**src/design/mbet_pkg.sv**
```systemverilog
// mbet_pkg: widths, constants and a saturation helper function for the escape-time block
// no dependencies
`default_nettype none

package mbet_pkg;

   // fixed point format and coordinate handling
   localparam int FRACTION_BITS = 28;
   localparam int COORD_BITS    = 12;

   // field widths
   localparam int DATA_W  = 32;
   localparam int STEP_W  = 31;
   localparam int PIX_W   = 12;
   localparam int COUNT_W = 12;
   localparam int IDX_W   = 3;

   // shared multiplier: 33x33 signed covers 32-bit signed and 31-bit unsigned operands
   localparam int MUL_W  = DATA_W + 1;
   localparam int PROD_W = 2 * MUL_W;

   // register indexes
   localparam logic [IDX_W-1:0] REG_ORIGIN_X = 3'd0;
   localparam logic [IDX_W-1:0] REG_ORIGIN_Y = 3'd1;
   localparam logic [IDX_W-1:0] REG_STEP_X   = 3'd2;
   localparam logic [IDX_W-1:0] REG_STEP_Y   = 3'd3;
   localparam logic [IDX_W-1:0] REG_MAX_ITER = 3'd4;

   // register reset values
   localparam logic signed [DATA_W-1:0] ORIGIN_X_RST = -32'sd563714458;
   localparam logic signed [DATA_W-1:0] ORIGIN_Y_RST = -32'sd335544320;
   localparam logic [STEP_W-1:0]        STEP_X_RST   = 31'd1468006;
   localparam logic [STEP_W-1:0]        STEP_Y_RST   = 31'd1310720;
   localparam logic [COUNT_W-1:0]       MAX_ITER_RST = 12'd511;

   // low COORD_BITS bits of a pixel index are used
   localparam logic [PIX_W-1:0] COORD_MASK =
      (COORD_BITS >= PIX_W) ? {PIX_W{1'b1}} : PIX_W'((1 << COORD_BITS) - 1);

   // escape when |z|^2 >= 4 in the squared scale
   localparam logic signed [PROD_W-1:0] ESC_LIMIT =
      PROD_W'(1) << (2 * FRACTION_BITS + 2);

   // signed 32-bit saturation bounds
   localparam logic signed [PROD_W-1:0] SAT_HI = PROD_W'(32'h7fff_ffff);
   localparam logic signed [PROD_W-1:0] SAT_LO = ~SAT_HI;

   function automatic logic signed [DATA_W-1:0] sat32(input logic signed [PROD_W-1:0] v);
      logic signed [DATA_W-1:0] r;
      if (v > SAT_HI) begin
         r = SAT_HI[DATA_W-1:0];
      end else if (v < SAT_LO) begin
         r = SAT_LO[DATA_W-1:0];
      end else begin
         r = v[DATA_W-1:0];
      end
      return r;
   endfunction

endpackage

`default_nettype wire

```
**src/design/mandelbrot_escape_time.sv**
```systemverilog
// from an accepted request beat: coordinate products, then the iterations, then the response beat
// one shared 33x33 multiplier does x*x, y*y, x*y in turn, so each iteration takes
//   three products and the update
// the request side stalls while a pixel is in work; the response sits in an output register
// reset (synchronous, active high) loads the default view registers and empties the block
`default_nettype none

module mandelbrot_escape_time (
   input  wire                                 clock,
   input  wire                                 reset,
   // request channel
   input  wire                                 req_valid,
   output logic                                req_stall,
   input  wire  [mbet_pkg::PIX_W-1:0]          req_pixel_column,
   input  wire  [mbet_pkg::PIX_W-1:0]          req_pixel_row,
   // response channel
   output logic                                rsp_valid,
   input  wire                                 rsp_stall,
   output logic [mbet_pkg::COUNT_W-1:0]        rsp_escape_count,
   // register write channel
   input  wire                                 csr_valid,
   output logic                                csr_ready,
   input  wire  [mbet_pkg::IDX_W-1:0]          csr_index,
   input  wire  [mbet_pkg::DATA_W-1:0]         csr_wdata
);
   import mbet_pkg::*;

   // sequencer: one-hot states
   typedef enum logic [8:0] {
      ST_IDLE = 9'b000000001,   // waiting for a request beat
      ST_MCX  = 9'b000000010,   // column * step_x
      ST_MCY  = 9'b000000100,   // row * step_y, c_real resolved
      ST_LDC  = 9'b000001000,   // c_imag resolved, z = c
      ST_SQX  = 9'b000010000,   // x * x
      ST_SQY  = 9'b000100000,   // y * y
      ST_CRS  = 9'b001000000,   // x * y, escape and limit test
      ST_UPD  = 9'b010000000,   // z = z^2 + c
      ST_DONE = 9'b100000000    // hand the count to the response register
   } state_type;

   state_type state_ff, state_in;

   // view registers
   logic signed [DATA_W-1:0] origin_x_ff, origin_y_ff;
   logic [STEP_W-1:0]        step_x_ff, step_y_ff;
   logic [COUNT_W-1:0]       max_iter_ff;

   // per-pixel working registers
   logic [PIX_W-1:0]         col_ff, row_ff;
   logic signed [DATA_W-1:0] c_real_ff, c_imag_ff, x_ff, y_ff;
   logic signed [DATA_W-1:0] c_real_in, c_imag_in, x_in, y_in;
   logic signed [PROD_W-1:0] prod_ff, xx_ff, yy_ff;
   logic [COUNT_W-1:0]       cnt_ff, cnt_in;

   // response register
   logic                     rsp_valid_ff, rsp_valid_in;
   logic [COUNT_W-1:0]       rsp_count_ff, rsp_count_in;

   // shared multiplier
   logic signed [MUL_W-1:0]  mul_a, mul_b;
   logic signed [PROD_W-1:0] prod_in;

   // sign-extended operands for the adders
   logic signed [PROD_W-1:0] origin_x_ext, origin_y_ext, c_real_ext, c_imag_ext;
   logic signed [PROD_W-1:0] re_diff, re_shf, im_shf, esc_sum;

   logic req_beat, rsp_free, escaped, at_limit;

   assign req_stall = (state_ff != ST_IDLE);
   assign req_beat  = req_valid && !req_stall;
   assign csr_ready = 1'b1;

   assign rsp_valid        = rsp_valid_ff;
   assign rsp_escape_count = rsp_count_ff;
   // the response slot can take a new count when empty or being drained this cycle
   assign rsp_free = !rsp_valid_ff || !rsp_stall;

   // operand select for the one multiplier
   always_comb begin
      mul_a = {{(MUL_W-DATA_W){x_ff[DATA_W-1]}}, x_ff};
      mul_b = {{(MUL_W-DATA_W){x_ff[DATA_W-1]}}, x_ff};
      case (state_ff)
         ST_MCX: begin
            mul_a = {{(MUL_W-PIX_W){1'b0}}, col_ff};
            mul_b = {{(MUL_W-STEP_W){1'b0}}, step_x_ff};
         end
         ST_MCY: begin
            mul_a = {{(MUL_W-PIX_W){1'b0}}, row_ff};
            mul_b = {{(MUL_W-STEP_W){1'b0}}, step_y_ff};
         end
         ST_SQY: begin
            mul_a = {{(MUL_W-DATA_W){y_ff[DATA_W-1]}}, y_ff};
            mul_b = {{(MUL_W-DATA_W){y_ff[DATA_W-1]}}, y_ff};
         end
         ST_CRS: begin
            mul_b = {{(MUL_W-DATA_W){y_ff[DATA_W-1]}}, y_ff};
         end
         default: begin
         end
      endcase
   end

   assign prod_in = mul_a * mul_b;

   // adders around the product register
   assign origin_x_ext = {{(PROD_W-DATA_W){origin_x_ff[DATA_W-1]}}, origin_x_ff};
   assign origin_y_ext = {{(PROD_W-DATA_W){origin_y_ff[DATA_W-1]}}, origin_y_ff};
   assign c_real_ext   = {{(PROD_W-DATA_W){c_real_ff[DATA_W-1]}}, c_real_ff};
   assign c_imag_ext   = {{(PROD_W-DATA_W){c_imag_ff[DATA_W-1]}}, c_imag_ff};

   // escape test: in ST_CRS, xx_ff holds x*x and prod_ff holds y*y
   assign esc_sum  = xx_ff + prod_ff;
   assign escaped  = (esc_sum >= ESC_LIMIT);
   assign at_limit = (cnt_ff >= max_iter_ff);

   // update: in ST_UPD, prod_ff holds x*y; both shifts round toward minus infinity
   assign re_diff = xx_ff - yy_ff;
   assign re_shf  = re_diff >>> FRACTION_BITS;
   assign im_shf  = prod_ff >>> (FRACTION_BITS - 1);

   // sequencer and datapath next values
   always_comb begin
      state_in     = state_ff;
      c_real_in    = c_real_ff;
      c_imag_in    = c_imag_ff;
      x_in         = x_ff;
      y_in         = y_ff;
      cnt_in       = cnt_ff;
      rsp_valid_in = rsp_valid_ff && rsp_stall;
      rsp_count_in = rsp_count_ff;
      case (state_ff)
         ST_IDLE: begin
            if (req_beat) begin
               state_in = ST_MCX;
            end
         end
         ST_MCX: begin
            state_in = ST_MCY;
         end
         ST_MCY: begin
            c_real_in = sat32(origin_x_ext + prod_ff);
            state_in  = ST_LDC;
         end
         ST_LDC: begin
            c_imag_in = sat32(origin_y_ext + prod_ff);
            x_in      = c_real_ff;
            y_in      = c_imag_in;
            cnt_in    = '0;
            state_in  = ST_SQX;
         end
         ST_SQX: begin
            state_in = ST_SQY;
         end
         ST_SQY: begin
            state_in = ST_CRS;
         end
         ST_CRS: begin
            // limit and escape are tested together; either one ends the loop
            if (at_limit || escaped) begin
               state_in = ST_DONE;
            end else begin
               state_in = ST_UPD;
            end
         end
         ST_UPD: begin
            x_in     = sat32(re_shf + c_real_ext);
            y_in     = sat32(im_shf + c_imag_ext);
            cnt_in   = cnt_ff + COUNT_W'(1);
            state_in = ST_SQX;
         end
         ST_DONE: begin
            if (rsp_free) begin
               rsp_valid_in = 1'b1;
               rsp_count_in = cnt_ff;
               state_in     = ST_IDLE;
            end
         end
         default: begin
            state_in = ST_IDLE;
         end
      endcase
   end

   // control state
   always_ff @(posedge clock) begin
      if (reset) begin
         state_ff     <= ST_IDLE;
         rsp_valid_ff <= 1'b0;
      end else begin
         state_ff     <= state_in;
         rsp_valid_ff <= rsp_valid_in;
      end
   end

   // view registers, unknown indexes ignored
   always_ff @(posedge clock) begin
      if (reset) begin
         origin_x_ff <= ORIGIN_X_RST;
         origin_y_ff <= ORIGIN_Y_RST;
         step_x_ff   <= STEP_X_RST;
         step_y_ff   <= STEP_Y_RST;
         max_iter_ff <= MAX_ITER_RST;
      end else if (csr_valid && csr_ready) begin
         case (csr_index)
            REG_ORIGIN_X: origin_x_ff <= csr_wdata;
            REG_ORIGIN_Y: origin_y_ff <= csr_wdata;
            REG_STEP_X:   step_x_ff   <= csr_wdata[STEP_W-1:0];
            REG_STEP_Y:   step_y_ff   <= csr_wdata[STEP_W-1:0];
            REG_MAX_ITER: max_iter_ff <= csr_wdata[COUNT_W-1:0];
            default: begin
            end
         endcase
      end
   end

   // payload registers
   always_ff @(posedge clock) begin
      if (req_beat) begin
         col_ff <= req_pixel_column & COORD_MASK;
         row_ff <= req_pixel_row & COORD_MASK;
      end
      prod_ff <= prod_in;
      // x*x captured while y*y is formed, y*y while x*y is formed
      if (state_ff == ST_SQY) begin
         xx_ff <= prod_ff;
      end
      if (state_ff == ST_CRS) begin
         yy_ff <= prod_ff;
      end
      c_real_ff    <= c_real_in;
      c_imag_ff    <= c_imag_in;
      x_ff         <= x_in;
      y_ff         <= y_in;
      cnt_ff       <= cnt_in;
      rsp_count_ff <= rsp_count_in;
   end

endmodule

`default_nettype wire
```
**config.mk**
```make
export PLATFORM = sky130hd
export DESIGN_NAME = mandelbrot_escape_time
export DESIGN_NICKNAME = d
export VERILOG_FILES = /design/src/design/mbet_pkg.sv /design/src/design/mandelbrot_escape_time.sv
export SDC_FILE = /design/constraint.sdc
export NUM_CORES = 2
export LEC_CHECK = 0
export BUFFER_PORTS_ARGS = -buffer_cell sky130_fd_sc_hd__buf_4
export CAP_MARGIN = 0
export CELL_PAD_IN_SITES_DETAIL_PLACEMENT = 1
export CELL_PAD_IN_SITES_GLOBAL_PLACEMENT = 1
export CORE_ASPECT_RATIO = 0.8
export CORE_MARGIN = 5
export CORE_UTILIZATION = 41
export DETAILED_ROUTE_END_ITERATION = 10
export GPL_TIMING_DRIVEN = 0
export PLACE_DENSITY = 0.68
export SLEW_MARGIN = 20
export SYNTH_ARGS = -nofsm -noshare
export SYNTH_HDL_FRONTEND = slang
export SYNTH_SLANG_ARGS = --single-unit
```
**constraint.sdc**
```tcl
create_clock -name clock -period 14.7 [get_ports clock]
set_clock_uncertainty 0.15 [all_clocks]
set_input_delay 0.735 -clock clock [delete_from_list [all_inputs] [get_ports clock]]
set_output_delay 0.735 -clock clock [all_outputs]
set_load 0.02 [all_outputs]
```
==> metrics <==
Post-DRT Antenna Nets 0; Iter 0 DRT Violations 7652; HP Class in -> reg; first-pass GRT wire length 494000 microns; library cells used by synthesis 105; ys flop type edfxtp_1; Max-cap violations 0; status complete, no violations; Critical Path Sink Type register; Clock transition at path regs 0.07 ns; Post-Syn Area 75700 sq um; slew margin rel. 10.6%; total number of vias 68700; Final Cell Area 82200 sq um; CP arrival 14.79 ns; Mapped Nets 10400; Die Ht 394 microns; final core area utilization 44.6%; total grt overflow 0; row cnt 141; CP max-delay cell nor3b_1; max-slew violations 0; Clock H-tree levels 2; metal2 WL 136000 microns; largest stage delay on the critical path 0.79 ns; CP startpoint kind register; final hold vios 0; Post-synth EDFFs 308; die area 193000 sq um; DRC errors left 0; ys async rst share 0%; worst-margin pin slew 1.34 ns; First-pass DRT Iterations 6; largest net degree at the start of global routing 49; Placed Instances 11200; Post-CTS Setup Bufs 0; post-route insts no fill 11400; Num CTS Buffers 52; most used cell, CP fa_1; Highest Signal Layer met5; CTS tree yes; Post-Synthesis Cells 8685; Largest regs prod_ff x66, xx_ff x66, yy_ff x66; most frequent cells in the layout 1385 x inv_1, 1126 x fa_1, 971 x nand2_1, 934 x nor2_1, 566 x ha_1; mean area per synthesized cell 8.71 sq um; post-DR wirelength/cell 30.3 microns; fmax 69.4 MHz; Port Buffers 76; Final min period 14.41 ns; RSZ-0062 raised after global routing false; Ports 79; Die X-Extent 490 microns; final setup vio count 0; synthesis warning total 0; sum of buffers and inverters on the critical path 10; Seq cells post-synth 522; final net count 10600; WL final 345000 microns; Clk Latency, worst-skew pair 0.69 ns; setup_tns 0 ns; Sink Count 522; core area 184000 sq um; Layout area overhead 8.58%; met3 WL 39300 microns; most common cell after layout, fill and taps aside inv_1; DP HPWL 288000 microns; Initial Util 41.1%; routed length on met1 155000 microns; gpl congestion 1.01; post-synthesis sequential area ratio 17.9%; clk buf depth 3; CP top delay family compound AO/OA/AOI/OAI gates; Area after DPL 80200 sq um; total track usage 34.9%; vias per cell 6.04; share of cells above drive strength 1 4.65%; period utilization 98.0%; root buf cell clkbuf_16; kind of critical path reg -> reg; CP Max Fanout 21; worst endpoint required time 15.08 ns; vias in the first global route 69200; antenna violations before repair 31
==> Yosys cell counts (42+ instances only) <==
| cell type | instances | area share [%] |
|---|---|---|
| a22oi_1 | 43 | 0.43 |
| inv_1 | 1386 | 6.9 |
| o21a_1 | 84 | 0.83 |
| nand2b_1 | 61 | 0.50 |
| a22o_1 | 44 | 0.51 |
| nor2_1 | 934 | 4.6 |
| nand2_1 | 972 | 4.8 |
| a21oi_1 | 545 | 3.6 |
| a21o_1 | 212 | 2.1 |
| o21ai_1 | 53 | 0.35 |
| xor2_1 | 86 | 1.0 |
| clkbuf_1 | 355 | 1.8 |
| dfxtp_1 | 214 | 5.7 |
| edfxtp_1 | 308 | 12 |
| and2_1 | 47 | 0.39 |
| nor3_1 | 99 | 0.65 |
| o21ai_0 | 257 | 1.7 |
| nand3b_1 | 50 | 0.50 |
| ha_1 | 566 | 9.4 |
| o211ai_1 | 83 | 0.82 |
| fa_1 | 1127 | 30 |
| nand4_1 | 83 | 0.69 |
| nand3_1 | 148 | 0.98 |
| o21bai_1 | 51 | 0.51 |
| nor2b_1 | 42 | 0.35 |
| xnor2_1 | 192 | 2.2 |
| a31oi_1 | 66 | 0.55 |
==> per-layer routing <==
layer | vias to the layer above | track usage, %
li1 | 29000 | -
met1 | 35600 | 52.4
met2 | 3526 | 48.2
met3 | 594 | 9.78
met4 | 14 | 11.4
met5 | - | 0
==> repair_timing <==
action / in CTS / in global routing
setup endpoints to repair: 0 / 3
hold buffers: 0 / 0
gates resized for setup: 0 / 2
==> path summary, 6_finish.rpt <==
check,to,slack [ns],cells after the start,from
min reg2reg,max_iter_ff[9],0.31,2,max_iter_ff[9]
max,prod_ff[64],0.29,39,state_ff[3]
min,row_ff[0],0.07,1,req_pixel_row[0]
max reg2reg,prod_ff[64],0.29,39,state_ff[3]
==> cell families after synthesis <==
family | synth area share (%)
adder cells (fa/ha/maj) | 39.2
XOR/XNOR | 3.24
multiplexers | 0.119
AND/OR/NAND/NOR | 15.4
AO/OA/AOI/OAI | 15.2
flip-flops | 17.9
other | 0.00495
buffers and inverters | 9.00
==> worst reg2reg max path, delay by kind of cell (launching register included) <==
family	cells	cell delay, ns
buffers and inverters	10	3.12
adder cells (fa/ha/maj)	9	4.19
AND/OR/NAND/NOR	7	2.05
XOR/XNOR	1	0.16
flip-flops	1	0.34
AO/OA/AOI/OAI	12	4.24
==> cell type report <==
class,instances,area (sq um)
tap,2431,3040
clock buffer,69,1530
multi-input combinational,6370,55700
timing repair buffer,125,1180
sequential,522,13500
buffer,407,1630
fill,21700,102000
antenna,23,57.6
inverter,1386,5200
clock inverter,29,337
==> per-stage QoR <==
stage	hold slack [ns]	setup slack, ns
finish	0.0745	0.289
global route	0.0616	0.0576
CTS	0.0505	0.214
detailed placement	0.301	0.304
global placement	0.292	-4.06
floorplan	0.286	1.97
Power is left out: the tool's default activity adds up to more than one toggle a clock period on the data nets, which glitch-free logic cannot reach.
